[src/rtl/asc_pkg.sv]
// shared types, constants and the arctangent table for the ackermann steering block
// no dependencies; used by every module of the block
package asc_pkg;

    localparam int VW           = 54;   // cordic vector and product working width
    localparam int ZW           = 34;   // cordic angle accumulator, 2^-30 rad units
    localparam int AW           = 16;   // q2.13 angle width
    localparam int MAW          = 17;   // multiplier operand a
    localparam int MBW          = 32;   // multiplier operand b
    localparam int PW           = MAW + MBW;
    localparam int PVW          = 44;   // speed numerator product v*num
    localparam int DMW          = 63;   // dividend magnitude
    localparam int DDW          = 43;   // divisor width
    localparam int QW           = 32;   // quotient width
    localparam int TAB_LEN      = 24;
    localparam int CORDIC_STEPS_DEF = 16;

    localparam logic [13:0] ANGLE_MAX_Q13 = 14'd12867;
    localparam logic signed [VW-1:0] NORM_LIM = VW'(134217728);

    localparam logic OP_CMD  = 1'b0;
    localparam logic OP_TICK = 1'b1;

    typedef enum logic [2:0] {
        CFG_WHEEL_BASE   = 3'd0,
        CFG_WHEEL_TRACK  = 3'd1,
        CFG_WHEEL_RADIUS = 3'd2,
        CFG_MAX_ANGLE    = 3'd3,
        CFG_TIMEOUT      = 3'd4
    } t_cfg_idx;

    typedef logic signed [VW-1:0] t_vec;
    typedef logic signed [AW-1:0] t_ang;

    typedef struct packed {
        logic start;
        logic vec;      // 1 vectoring (atan2), 0 rotation
    } t_cor_req;

    typedef struct packed {
        logic start;
        logic neg;
    } t_div_req;

    function automatic logic [29:0] atan_tab(input logic [4:0] idx);
        logic [29:0] v;
        case (idx)
            5'd0:  v = 30'd843314857;
            5'd1:  v = 30'd497837829;
            5'd2:  v = 30'd263043837;
            5'd3:  v = 30'd133525159;
            5'd4:  v = 30'd67021687;
            5'd5:  v = 30'd33543516;
            5'd6:  v = 30'd16775851;
            5'd7:  v = 30'd8388437;
            5'd8:  v = 30'd4194283;
            5'd9:  v = 30'd2097149;
            5'd10: v = 30'd1048576;
            5'd11: v = 30'd524288;
            5'd12: v = 30'd262144;
            5'd13: v = 30'd131072;
            5'd14: v = 30'd65536;
            5'd15: v = 30'd32768;
            5'd16: v = 30'd16384;
            5'd17: v = 30'd8192;
            5'd18: v = 30'd4096;
            5'd19: v = 30'd2048;
            5'd20: v = 30'd1024;
            5'd21: v = 30'd512;
            5'd22: v = 30'd256;
            5'd23: v = 30'd128;
            default: v = 30'd0;
        endcase
        return v;
    endfunction

endpackage

[src/rtl/ackermann_steering_command.sv]
// ackermann steering command: drive commands become front angles and rear wheel speeds
// sequencer with one shared multiplier; uses asc_pkg, asc_cordic and asc_div
//
//  channel   dir  handshake                      payload
//  s_axis    in   i_s_axis_tvalid/o_s_axis_tready tdata: linear_velocity, steer_req
//                                                 tuser: op
//  m_axis    out  o_m_axis_tvalid/i_m_axis_tready tdata: rear_right, rear_left,
//                                                 front_left, front_right; tuser: timed_out
//  cfg       in   i_cfg_we                        i_cfg_idx, i_cfg_data
//
// a publish tick loads the output register
// a turning command runs the cordic unit five times and the multiply states LM1 to LM4 and FM1 to FM4,
// then two speed passes, each shifting its operands right in the normalize state until they fit
// a straight command takes only the two speed passes
// s_axis is not ready while a command runs or while an unconsumed item blocks m_axis
// reset is synchronous active low; it clears the held values and loads register defaults
module ackermann_steering_command #(
    parameter int CORDIC_STEPS = asc_pkg::CORDIC_STEPS_DEF
) (
    input  logic        i_clk,
    input  logic        i_rst_n,
    input  logic        i_s_axis_tvalid,
    output logic        o_s_axis_tready,
    input  logic [31:0] i_s_axis_tdata,   // linear_velocity[15:0], steer_req[31:16]
    input  logic [0:0]  i_s_axis_tuser,   // op[0]
    output logic        o_m_axis_tvalid,
    input  logic        i_m_axis_tready,
    output logic [95:0] o_m_axis_tdata,   // rear_right[31:0], rear_left[63:32],
                                          // front_left[79:64], front_right[95:80]
    output logic [0:0]  o_m_axis_tuser,   // timed_out[0]
    input  logic        i_cfg_we,
    input  logic [2:0]  i_cfg_idx,
    input  logic [15:0] i_cfg_data
);
    import asc_pkg::*;

    typedef enum logic [24:0] {
        S_IDLE   = 25'h0000001,
        S_ROT1   = 25'h0000002,
        S_ROT1_W = 25'h0000004,
        S_LM1    = 25'h0000008,
        S_LM2    = 25'h0000010,
        S_LM3    = 25'h0000020,
        S_LM4    = 25'h0000040,
        S_ATL    = 25'h0000080,
        S_ATL_W  = 25'h0000100,
        S_ROT2   = 25'h0000200,
        S_ROT2_W = 25'h0000400,
        S_FM1    = 25'h0000800,
        S_FM2    = 25'h0001000,
        S_FM3    = 25'h0002000,
        S_FM4    = 25'h0004000,
        S_AFL    = 25'h0008000,
        S_AFL_W  = 25'h0010000,
        S_AFR    = 25'h0020000,
        S_AFR_W  = 25'h0040000,
        S_SP_LD  = 25'h0080000,
        S_NORM   = 25'h0100000,
        S_SM1    = 25'h0200000,
        S_SM2    = 25'h0400000,
        S_SM3    = 25'h0800000,
        S_DIV_W  = 25'h1000000
    } t_state;

    t_state r_state, n_state;

    // configuration
    logic [15:0] r_wheel_base, r_wheel_track, r_wheel_radius;
    logic [13:0] r_max_angle;
    logic [7:0]  r_timeout;

    // held outputs and tick counter
    logic signed [QW-1:0] r_held_rr, r_held_rl;
    t_ang                 r_held_fl, r_held_fr;
    logic [7:0]           r_ticks;

    // output register
    logic        r_out_valid;
    logic [95:0] r_out_data;
    logic        r_out_flag;

    // working registers
    t_ang                  r_v, r_a, r_ang, r_fl, r_fr;
    logic                  r_straight, r_side;
    logic signed [MBW-1:0] r_cc, r_ss;
    logic signed [PW-1:0]  r_prod;
    t_vec                  r_vx, r_vy, r_two, r_ts, r_num, r_den;
    logic signed [PVW-1:0] r_pv;
    logic signed [QW-1:0]  r_rr;

    logic                  w_in_acc, w_tick, w_cmd, w_flag;
    logic [15:0]           w_l, w_r;
    logic [13:0]           w_amax;
    logic signed [MAW-1:0] w_ma;
    logic signed [MBW-1:0] w_mb;
    t_cor_req              w_cor_req;
    t_vec                  w_cor_x, w_cor_y, w_cor_ox, w_cor_oy;
    t_ang                  w_cor_ang, w_cor_oang, w_lim, w_nlim;
    logic                  w_cor_done;
    t_div_req              w_div_req;
    logic [DMW-1:0]        w_div_mag;
    logic [PVW-1:0]        w_pv_abs;
    logic                  w_div_done;
    logic signed [QW-1:0]  w_div_q;
    logic signed [27:0]    w_num28, w_den28;
    logic                  w_big;

    assign w_l    = (r_wheel_base == '0) ? 16'd1 : r_wheel_base;
    assign w_r    = (r_wheel_radius == '0) ? 16'd1 : r_wheel_radius;
    assign w_amax = (r_max_angle > ANGLE_MAX_Q13) ? ANGLE_MAX_Q13 : r_max_angle;

    assign o_s_axis_tready = (r_state == S_IDLE) && (!r_out_valid || i_m_axis_tready);
    assign w_in_acc = i_s_axis_tvalid && o_s_axis_tready;
    assign w_tick   = w_in_acc && (i_s_axis_tuser[0] == OP_TICK);
    assign w_cmd    = w_in_acc && (i_s_axis_tuser[0] == OP_CMD);
    assign w_flag   = r_ticks >= r_timeout;

    // configuration writes
    always_ff @(posedge i_clk) begin
        if (!i_rst_n) begin
            r_wheel_base   <= 16'd12288;
            r_wheel_track  <= 16'd7373;
            r_wheel_radius <= 16'd1556;
            r_max_angle    <= 14'd4915;
            r_timeout      <= 8'd2;
        end else if (i_cfg_we) begin
            case (t_cfg_idx'(i_cfg_idx))
                CFG_WHEEL_BASE:   r_wheel_base   <= i_cfg_data;
                CFG_WHEEL_TRACK:  r_wheel_track  <= i_cfg_data;
                CFG_WHEEL_RADIUS: r_wheel_radius <= i_cfg_data;
                CFG_MAX_ANGLE:    r_max_angle    <= i_cfg_data[13:0];
                CFG_TIMEOUT:      r_timeout      <= i_cfg_data[7:0];
                default: ;
            endcase
        end
    end

    // shared multiplier operand select
    always_comb begin
        w_ma = signed'({1'b0, w_l});
        w_mb = r_ss;
        case (r_state)
            S_LM1:   begin w_ma = signed'({1'b0, w_l});           w_mb = r_ss; end
            S_LM2:   begin w_ma = signed'({1'b0, w_l});           w_mb = r_cc; end
            S_LM3:   begin w_ma = signed'({1'b0, r_wheel_track}); w_mb = r_ss; end
            S_FM1:   begin w_ma = signed'({1'b0, w_l});           w_mb = r_cc; end
            S_FM2:   begin w_ma = signed'({1'b0, r_wheel_track}); w_mb = r_ss; end
            S_FM3:   begin w_ma = signed'({1'b0, w_l});           w_mb = r_ss; end
            S_SM1:   begin w_ma = MAW'(r_v);                      w_mb = MBW'(w_num28); end
            S_SM2:   begin w_ma = signed'({1'b0, w_r});           w_mb = MBW'(w_den28); end
            default: ;
        endcase
    end

    assign w_num28 = r_num[27:0];
    assign w_den28 = (r_den < 1) ? 28'sd1 : r_den[27:0];
    assign w_big   = (r_num >= NORM_LIM) || (r_num <= -NORM_LIM) || (r_den >= NORM_LIM);

    // cordic requests
    always_comb begin
        w_cor_req = '{start: 1'b0, vec: 1'b0};
        w_cor_x   = r_vx;
        w_cor_y   = r_vy;
        w_cor_ang = r_ang;
        case (r_state)
            S_ROT1: begin
                w_cor_req = '{start: 1'b1, vec: 1'b0};
                w_cor_ang = AW'(w_amax);
            end
            S_ATL:  w_cor_req = '{start: 1'b1, vec: 1'b1};
            S_ROT2: w_cor_req = '{start: 1'b1, vec: 1'b0};
            S_AFL: begin
                w_cor_req = '{start: 1'b1, vec: 1'b1};
                w_cor_x   = r_two - r_ts;
            end
            S_AFR: begin
                w_cor_req = '{start: 1'b1, vec: 1'b1};
                w_cor_x   = r_two + r_ts;
            end
            default: ;
        endcase
    end

    asc_cordic #(.STEPS(CORDIC_STEPS)) u_cordic (
        .i_clk   (i_clk),
        .i_rst_n (i_rst_n),
        .i_req   (w_cor_req),
        .i_x     (w_cor_x),
        .i_y     (w_cor_y),
        .i_ang   (w_cor_ang),
        .o_done  (w_cor_done),
        .o_x     (w_cor_ox),
        .o_y     (w_cor_oy),
        .o_ang   (w_cor_oang)
    );

    // speed dividend magnitude is |v*num| * 2^20
    assign w_pv_abs  = r_pv[PVW-1] ? PVW'(-r_pv) : PVW'(r_pv);
    assign w_div_mag = {w_pv_abs[DMW-21:0], 20'b0};
    assign w_div_req = '{start: (r_state == S_SM3), neg: r_pv[PVW-1]};

    asc_div u_div (
        .i_clk   (i_clk),
        .i_rst_n (i_rst_n),
        .i_req   (w_div_req),
        .i_mag   (w_div_mag),
        .i_den   (r_prod[DDW-1:0]),
        .o_done  (w_div_done),
        .o_q     (w_div_q)
    );

    // steering limit, negative limit treated as zero
    assign w_lim  = w_cor_oang[AW-1] ? '0 : w_cor_oang;
    assign w_nlim = -w_lim;

    always_comb begin
        n_state = r_state;
        case (r_state)
            S_IDLE:   if (w_cmd) n_state = (i_s_axis_tdata[31:16] == '0) ? S_SP_LD : S_ROT1;
            S_ROT1:   n_state = S_ROT1_W;
            S_ROT1_W: if (w_cor_done) n_state = S_LM1;
            S_LM1:    n_state = S_LM2;
            S_LM2:    n_state = S_LM3;
            S_LM3:    n_state = S_LM4;
            S_LM4:    n_state = S_ATL;
            S_ATL:    n_state = S_ATL_W;
            S_ATL_W:  if (w_cor_done) n_state = S_ROT2;
            S_ROT2:   n_state = S_ROT2_W;
            S_ROT2_W: if (w_cor_done) n_state = S_FM1;
            S_FM1:    n_state = S_FM2;
            S_FM2:    n_state = S_FM3;
            S_FM3:    n_state = S_FM4;
            S_FM4:    n_state = S_AFL;
            S_AFL:    n_state = S_AFL_W;
            S_AFL_W:  if (w_cor_done) n_state = S_AFR;
            S_AFR:    n_state = S_AFR_W;
            S_AFR_W:  if (w_cor_done) n_state = S_SP_LD;
            S_SP_LD:  n_state = S_NORM;
            S_NORM:   if (!w_big) n_state = S_SM1;
            S_SM1:    n_state = S_SM2;
            S_SM2:    n_state = S_SM3;
            S_SM3:    n_state = S_DIV_W;
            S_DIV_W:  if (w_div_done) n_state = r_side ? S_IDLE : S_SP_LD;
            default:  n_state = S_IDLE;
        endcase
    end

    // control and held state
    always_ff @(posedge i_clk) begin
        if (!i_rst_n) begin
            r_state     <= S_IDLE;
            r_out_valid <= 1'b0;
            r_ticks     <= '0;
            r_held_rr   <= '0;
            r_held_rl   <= '0;
            r_held_fl   <= '0;
            r_held_fr   <= '0;
            r_side      <= 1'b0;
        end else begin
            r_state <= n_state;
            if (w_tick) begin
                r_out_valid <= 1'b1;
                if (w_flag) begin
                    r_held_rr <= '0;
                    r_held_rl <= '0;
                    r_held_fl <= '0;
                    r_held_fr <= '0;
                end else begin
                    r_ticks <= 8'(r_ticks + 8'd1);
                end
            end else if (i_m_axis_tready) begin
                r_out_valid <= 1'b0;
            end
            if (w_cmd) begin
                r_ticks <= '0;
                r_side  <= 1'b0;
            end
            if ((r_state == S_DIV_W) && w_div_done) begin
                if (!r_side) begin
                    r_side <= 1'b1;
                end else begin
                    r_held_rr <= r_rr;
                    r_held_rl <= w_div_q;
                    r_held_fl <= r_straight ? '0 : r_fl;
                    r_held_fr <= r_straight ? '0 : r_fr;
                end
            end
        end
    end

    // output payload
    always_ff @(posedge i_clk) begin
        if (w_tick) begin
            r_out_flag <= w_flag;
            if (w_flag) begin
                r_out_data <= '0;
            end else begin
                r_out_data <= {r_held_fr, r_held_fl, r_held_rl, r_held_rr};
            end
        end
    end

    // datapath registers
    always_ff @(posedge i_clk) begin
        r_prod <= w_ma * w_mb;
        if (w_cmd) begin
            r_v        <= i_s_axis_tdata[15:0];
            r_a        <= i_s_axis_tdata[31:16];
            r_straight <= (i_s_axis_tdata[31:16] == '0);
        end
        case (r_state)
            S_ROT1_W: if (w_cor_done) begin
                r_cc <= w_cor_ox[MBW-1:0];
                r_ss <= w_cor_oy[MBW-1:0];
            end
            S_LM2:   r_vy <= VW'(r_prod) <<< 1;
            S_LM3:   r_vx <= VW'(r_prod) <<< 1;
            S_LM4:   r_vx <= r_vx + VW'(r_prod);
            S_ATL_W: if (w_cor_done) begin
                if (r_a > w_lim) begin
                    r_ang <= w_lim;
                end else if (r_a < w_nlim) begin
                    r_ang <= w_nlim;
                end else begin
                    r_ang <= r_a;
                end
            end
            S_ROT2_W: if (w_cor_done) begin
                // near-vertical angle: cosine held at one lsb
                r_cc <= (w_cor_ox < 1) ? MBW'(1) : w_cor_ox[MBW-1:0];
                r_ss <= w_cor_oy[MBW-1:0];
            end
            S_FM2:   r_two <= VW'(r_prod) <<< 1;
            S_FM3:   r_ts  <= VW'(r_prod);
            S_FM4:   r_vy  <= VW'(r_prod) <<< 1;
            S_AFL_W: if (w_cor_done) r_fl <= w_cor_oang;
            S_AFR_W: if (w_cor_done) r_fr <= w_cor_oang;
            S_SP_LD: begin
                if (r_straight) begin
                    r_num <= VW'(1);
                    r_den <= VW'(1);
                end else begin
                    r_num <= r_side ? (r_two + r_ts) : (r_two - r_ts);
                    r_den <= r_two;
                end
            end
            S_NORM: if (w_big) begin
                r_num <= r_num >>> 1;
                r_den <= r_den >>> 1;
            end
            S_SM2:   r_pv <= r_prod[PVW-1:0];
            S_DIV_W: if (w_div_done && !r_side) r_rr <= w_div_q;
            default: ;
        endcase
    end

    assign o_m_axis_tvalid = r_out_valid;
    assign o_m_axis_tdata  = r_out_data;
    assign o_m_axis_tuser  = r_out_flag;

endmodule

[src/rtl/asc_cordic.sv]
// shared iterative cordic: rotation (cos/sin of a q2.13 angle) and vectoring (atan2)
// one micro-rotation per cycle; depends on asc_pkg
module asc_cordic #(
    parameter int STEPS = asc_pkg::CORDIC_STEPS_DEF
) (
    input  logic             i_clk,
    input  logic             i_rst_n,
    input  asc_pkg::t_cor_req i_req,
    input  asc_pkg::t_vec    i_x,
    input  asc_pkg::t_vec    i_y,
    input  asc_pkg::t_ang    i_ang,
    output logic             o_done,
    output asc_pkg::t_vec    o_x,
    output asc_pkg::t_vec    o_y,
    output asc_pkg::t_ang    o_ang
);
    import asc_pkg::*;

    localparam int IW = (STEPS > 1) ? $clog2(STEPS) : 1;
    localparam logic [IW-1:0] LAST = IW'(STEPS - 1);

    logic                 r_busy, r_done, r_vec;
    logic [IW-1:0]        r_i;
    t_vec                 r_x, r_y;
    logic signed [ZW-1:0] r_z;

    t_vec                 w_dx, w_dy;
    logic signed [ZW-1:0] w_tab, w_z0;
    logic signed [ZW:0]   w_rnd;
    logic                 w_up;

    assign w_dx  = r_y >>> r_i;
    assign w_dy  = r_x >>> r_i;
    assign w_tab = ZW'(atan_tab(5'(r_i)));
    assign w_z0  = {{(ZW-33){i_ang[AW-1]}}, i_ang, 17'b0};
    // vectoring drives y toward zero, rotation drives z toward zero
    assign w_up  = r_vec ? (r_y > 0) : (r_z >= 0);

    always_ff @(posedge i_clk) begin
        if (!i_rst_n) begin
            r_busy <= 1'b0;
            r_done <= 1'b0;
        end else begin
            r_done <= 1'b0;
            if (i_req.start) begin
                if (i_req.vec && (i_y == 0)) begin
                    r_done <= 1'b1;
                end else begin
                    r_busy <= 1'b1;
                end
            end else if (r_busy && (r_i == LAST)) begin
                r_busy <= 1'b0;
                r_done <= 1'b1;
            end
        end
    end

    always_ff @(posedge i_clk) begin
        if (i_req.start) begin
            r_vec <= i_req.vec;
            r_i   <= '0;
            if (i_req.vec) begin
                r_x <= (i_x < 0) ? '0 : i_x;
                r_y <= i_y;
                r_z <= '0;
            end else begin
                r_x <= VW'(64'sd1073741824);
                r_y <= '0;
                r_z <= w_z0;
            end
        end else if (r_busy) begin
            r_i <= r_i + 1'b1;
            if (r_vec) begin
                if (w_up) begin
                    r_x <= r_x + w_dx;
                    r_y <= r_y - w_dy;
                    r_z <= r_z + w_tab;
                end else begin
                    r_x <= r_x - w_dx;
                    r_y <= r_y + w_dy;
                    r_z <= r_z - w_tab;
                end
            end else begin
                if (w_up) begin
                    r_x <= r_x - w_dx;
                    r_y <= r_y + w_dy;
                    r_z <= r_z - w_tab;
                end else begin
                    r_x <= r_x + w_dx;
                    r_y <= r_y - w_dy;
                    r_z <= r_z + w_tab;
                end
            end
        end
    end

    // round 2^-30 rad to q2.13, half up
    assign w_rnd  = {r_z[ZW-1], r_z} + (ZW+1)'(65536);
    assign o_ang  = w_rnd[17 +: AW];
    assign o_x    = r_x;
    assign o_y    = r_y;
    assign o_done = r_done;

endmodule

[src/rtl/asc_div.sv]
// iterative restoring divider for the wheel speeds, one quotient bit per cycle
// saturates the signed 32 bit result; depends on asc_pkg
module asc_div (
    input  logic               i_clk,
    input  logic               i_rst_n,
    input  asc_pkg::t_div_req  i_req,
    input  logic [asc_pkg::DMW-1:0] i_mag,
    input  logic [asc_pkg::DDW-1:0] i_den,
    output logic               o_done,
    output logic signed [asc_pkg::QW-1:0] o_q
);
    import asc_pkg::*;

    localparam int CW = $clog2(QW);
    localparam logic [CW-1:0] LAST = CW'(QW - 1);
    localparam logic signed [QW-1:0] Q_MAX = {1'b0, {(QW-1){1'b1}}};
    localparam logic signed [QW-1:0] Q_MIN = {1'b1, {(QW-1){1'b0}}};

    logic           r_busy, r_done;
    logic [CW-1:0]  r_cnt;
    logic [DDW-1:0] r_rem, r_den;
    logic [QW-1:0]  r_low, r_q;
    logic           r_ovf, r_neg;

    logic [DDW:0]   w_rem2;
    logic           w_ge;
    logic [DDW:0]   w_sub;

    assign w_rem2 = {r_rem, r_low[QW-1]};
    assign w_ge   = w_rem2 >= {1'b0, r_den};
    assign w_sub  = w_rem2 - {1'b0, r_den};

    always_ff @(posedge i_clk) begin
        if (!i_rst_n) begin
            r_busy <= 1'b0;
            r_done <= 1'b0;
        end else begin
            r_done <= 1'b0;
            if (i_req.start) begin
                // quotient of 2^32 or more saturates without iterating
                if (DDW'(i_mag[DMW-1:QW]) >= i_den) begin
                    r_done <= 1'b1;
                end else begin
                    r_busy <= 1'b1;
                end
            end else if (r_busy && (r_cnt == LAST)) begin
                r_busy <= 1'b0;
                r_done <= 1'b1;
            end
        end
    end

    always_ff @(posedge i_clk) begin
        if (i_req.start) begin
            r_cnt <= '0;
            r_rem <= DDW'(i_mag[DMW-1:QW]);
            r_low <= i_mag[QW-1:0];
            r_den <= i_den;
            r_neg <= i_req.neg;
            r_ovf <= DDW'(i_mag[DMW-1:QW]) >= i_den;
            r_q   <= '0;
        end else if (r_busy) begin
            r_cnt <= r_cnt + 1'b1;
            r_rem <= w_ge ? w_sub[DDW-1:0] : w_rem2[DDW-1:0];
            r_low <= {r_low[QW-2:0], 1'b0};
            r_q   <= {r_q[QW-2:0], w_ge};
        end
    end

    always_comb begin
        if (r_ovf) begin
            o_q = r_neg ? Q_MIN : Q_MAX;
        end else if (!r_neg) begin
            o_q = r_q[QW-1] ? Q_MAX : $signed(r_q);
        end else if (r_q > {1'b1, {(QW-1){1'b0}}}) begin
            o_q = Q_MIN;
        end else begin
            o_q = $signed(-r_q);
        end
    end

    assign o_done = r_done;

endmodule
[config.mk]
export PLATFORM = sky130hd
export DESIGN_NAME = ackermann_steering_command
export DESIGN_NICKNAME = d
export VERILOG_FILES = /design/src/rtl/asc_pkg.sv /design/src/rtl/ackermann_steering_command.sv /design/src/rtl/asc_cordic.sv /design/src/rtl/asc_div.sv
export SDC_FILE = /design/constraint.sdc
export NUM_CORES = 2
export LEC_CHECK = 0
export BUFFER_PORTS_ARGS = -buffer_cell sky130_fd_sc_hd__buf_2
export CORE_MARGIN = 8
export CORE_UTILIZATION = 40
export DETAILED_ROUTE_END_ITERATION = 16
export RECOVER_POWER = 25
export SYNTH_ARGS = -nofsm -noshare
export SYNTH_HDL_FRONTEND = slang
export SYNTH_SLANG_ARGS = --single-unit
export TNS_END_PERCENT = 20
[constraint.sdc]
create_clock -name i_clk -period 9.3 [get_ports i_clk]
set_input_delay 1.86 -clock i_clk [delete_from_list [all_inputs] [get_ports i_clk]]
set_output_delay 1.86 -clock i_clk [all_outputs]
set_load 0.01 [all_outputs]
==> results.toml <==
[global_route]
grt_max_degree = 135
grt_overflow = 0
grt_pass1_vias = 83500
grt_usage_pct = 27.2
grt_first_pass_wirelength_mm = 550
antenna_found_initial = 20

[layout]
drive_gt1_share_pct = 9.34
area_delta_synth_final_pct = 11.2
fin_util_pct = 44.8
nets = 12500

[setup_path]
r2r_cells = 36
rr_endpoint = "r_prod[42]$_DFF_P_"
crit_top_cell = "fa_1"
crit_slowest_cell = "fa_1"
cp_max_fo = 23
cpPeakStageDelay_ns = 0.58
path_class = "reg -> reg"
crit_path_start_kind = "flop"
r2r_slack_ns = 0.31
worstPathArrival_ns = 9.70
cp-endpoint = "r_prod[42]$_DFF_P_"
crit_path_end_kind = "flop"
required_ns = 10.01
r2r-start = "r_state[4]$_SDFFE_PN0P_"
crit_start = "r_state[4]$_SDFFE_PN0P_"

[sta]
setup_tns_ns = 0
finalCriticalPeriod_ns = 8.99
fin_skew_ns = 0.0390
clock.fmax_mhz = 111
relSlewSlack_pct = -98.2
post-route-period-util_pct = 96.7
fin_hold_ws_ns = 0.455
fin_ws_ns = 0.306
setup_viol = 0
rsz0062_at_grt = "yes"
worst_pin_slew_ns = 2.97
report.final.slew_viol_count = 286
hold_viol = 0

[clock_tree]
worstSkewPairLatency_ns = 0.81
cts_buffers = 140
cts-root-buf = "clkbuf_16"
clkSinkCount = 1193
clkSlewWorstSetupHoldPaths_ns = 0.06
htreeDepth = 4
cts_tree = "done"
cts_buffer_depth = 3

[yosys]
synth-xor-area-share_pct = 3.76
synth_cell_types = 94
ys_seq_area_share_pct = 32.8
synth-adder-area-share_pct = 19.1
synth_fp_nets = 12300
syn_inst = 11000
synth.mux.area_fraction_pct = 3.82
synth_edf_count = 858
synth-seq-cells = 1193
synth_compound_area_share_pct = 17.5
async_flop_share_pct = 0
synthFlopType = "edfxtp_1"
yosys_warnings = 0
synth_top_family_by_area = "adder cells"
synth_simple_gate_area_share_pct = 16.7
synth.cell_area_um2 = 99100
synth_area_per_cell_um2 = 8.99

[drt]
wl_met3_mm = 34.1
avgRoutedWirePerCell_um = 25.5
first_iter_violations = 9850
postRouteAntennaNets = 0
vias = 86200
drt_wl_total_mm = 374
post-route-drc-count = 0
drt-met1-wl_mm = 158
dr.pass1.iters = 9
wl_met2_mm = 163
drt-vias-per-instance = 5.88
topRoutingLayerUsed = "met5"

[die]
start_util_pct = 40.3
dieArea_um2 = 264000
dieWidth_um = 514
rows = 182
io_pins = 156
die_y_um = 514
coreArea_um2 = 246000

[run]
maxCapViolCount = 13

[power_and_ir_drop]
p_leak_nw = 45.6
finalPower_mw = 32.9
irDropWorstVdd_mv = 0.236
power.density_nw_per_um2 = 299

[placed_design]
pre_cts_ws_ns = -0.000945
gp_congestion = 1.00
numPortBuffers = 155
hpwl_mm = 291

[hold_path]
hold_class = "reg -> reg"
hp-start = "r_fl[6]$_DFFE_PP_"

[run_status]
violations = "capacitance limit, slew limit"
outcome = "finished with violations"
==> cells in the mapped netlist, drive strengths merged (25+ instances only) <==
master | n | share of area, %
a21o | 175 | 1.3
edfxtp | 858 | 26
clkbuf | 489 | 1.9
o21a | 96 | 0.73
nor3 | 169 | 0.88
mux2 | 50 | 0.57
nand3b | 63 | 0.49
dfxtp | 335 | 6.8
mux2i | 151 | 1.5
o211ai | 58 | 0.44
a21boi | 65 | 0.49
mux4 | 76 | 1.7
or4 | 29 | 0.22
buf | 79 | 0.32
o21bai | 97 | 0.73
o22ai | 70 | 0.44
a22oi | 58 | 0.44
nor2b | 119 | 0.75
o31ai | 114 | 0.86
nand3 | 176 | 0.89
o311ai | 36 | 0.32
ha | 667 | 8.4
inv | 1093 | 4.1
or3 | 48 | 0.32
nor4 | 147 | 0.96
o21ai | 645 | 3.3
nor2 | 994 | 3.8
fa | 531 | 11
nand2 | 1267 | 4.8
a221o | 25 | 0.25
and2 | 183 | 1.2
a211oi | 77 | 0.58
nand4 | 101 | 0.64
a31oi | 64 | 0.40
a221oi | 36 | 0.32
xnor2 | 310 | 2.7
or2 | 69 | 0.44
a21oi | 758 | 3.8
and3 | 45 | 0.28
nand2b | 82 | 0.52
a222oi | 33 | 0.33
a22o | 94 | 0.83
o41ai | 28 | 0.25
xor2 | 116 | 1.0
==> metrics by stage <==
| step | std cells | area [um^2] |
|---|---|---|
| floorplan | 11000 | 99100 |
| global placement | 14400 | 106000 |
| detailed placement | 14400 | 106000 |
| CTS | 14600 | 110000 |
| global route | 14700 | 110000 |
| finish | 14700 | 110000 |
==> critical path: cells and delay by family (launching register included) <==
family                     cells  cell delay [ns]
adders and majority gates      7             3.41
and+or+nand+nor               11             2.05
xor gates and xnor gates       1             0.14
DFF                            1             0.44
AOI/OAI and AO/OA             10             1.70
buffers and inverters          7             1.11
==> placed cells by master (no fill, tap or decap), drive strengths merged, types with 54 or more instances in the layout <==
cell type,n
mux4,76
nand2b,82
a31oi,64
a21oi,758
nand4,101
nand3,176
or2,69
nand3b,63
o211ai,58
xor2,116
a21o,175
nor4,147
dfxtp,335
nand2,1267
o21a,96
a22o,94
ha,667
a22oi,58
edfxtp,858
o21ai,645
nor3,169
clkinv,54
mux2i,151
a211oi,77
xnor2,310
nor2b,119
a21boi,65
o31ai,114
nor2,994
inv,1105
and2,183
clkbuf,264
buf,538
o21bai,97
fa,531
o22ai,70
==> cell type report <==
type | instances | area (um^2)
antenna | 10 | 25.0
clock buffer | 183 | 3840
clock inverter | 76 | 753
fill | 23900 | 136000
inverter | 1102 | 4140
multi-input combinational | 8169 | 60600
sequential | 1193 | 32500
tap | 3312 | 4140
timing repair buffer | 619 | 4180
==> state kept, by name, indices dropped and copies added (netlist names), 25 cells and up <==
name,flops
r_held_rl,32
r_vx,54
r_den,54
r_prod,49
r_two,49
u_cordic.o_y,54
r_held_rr,32
u_cordic.o_x,54
u_div.r_rem,43
u_div.r_den,43
o_m_axis_tdata,96
r_num,54
u_div.r_q,32
r_cc,32
r_ts,49
u_cordic.w_tab,28
r_rr,32
u_cordic.r_z,34
r_ss,32
r_state,25
r_pv,44
r_vy,49
==> routing by layer <==
layer  vias up  track usage (%)
met5         -                0
met4         2             11.2
met3       697             5.67
met2      3994             42.2
met1     42500             36.9
li1      39100                -
==> worst min path at each step <==
stage,to,slack [ns],cells after the start
global route,r_held_fr[2]$_SDFF_PN0_,0.46,1
floorplan,r_max_angle[0]$_SDFFE_PN1P_,0.44,2
finish,r_held_fl[6]$_SDFF_PN0_,0.45,1
CTS,r_held_fl[5]$_SDFF_PN0_,0.45,1
detailed placement,r_held_fr[2]$_SDFF_PN0_,0.44,1
global placement,r_held_fl[8]$_SDFF_PN0_,0.44,1
==> report_power, final <==
| group | switching [mW] | internal (mW) | total [mW] |
|---|---|---|---|
| clock network | 2.41 | 3.17 | 5.58 |
| registers | 0.802 | 6.83 | 7.63 |
| logic | 12.6 | 7.14 | 19.7 |
==> kinds of logic after synthesis <==
| family | after synthesis |
|---|---|
| xor+xnor | 426 |
| mux | 277 |
| fa+ha+maj | 1198 |
| simple gates | 3561 |
| compound gates | 2707 |
| buf+inv | 1670 |
| flops | 1193 |
==> timing repair <==
item                       4_1_cts  5_1_grt
pin swaps                        1        5
setup endpoints to repair        5       13
gates resized for setup          1       35
buffers inserted                 1        6
hold buffers                     0        0
Power figures use the tool's default switching activity.
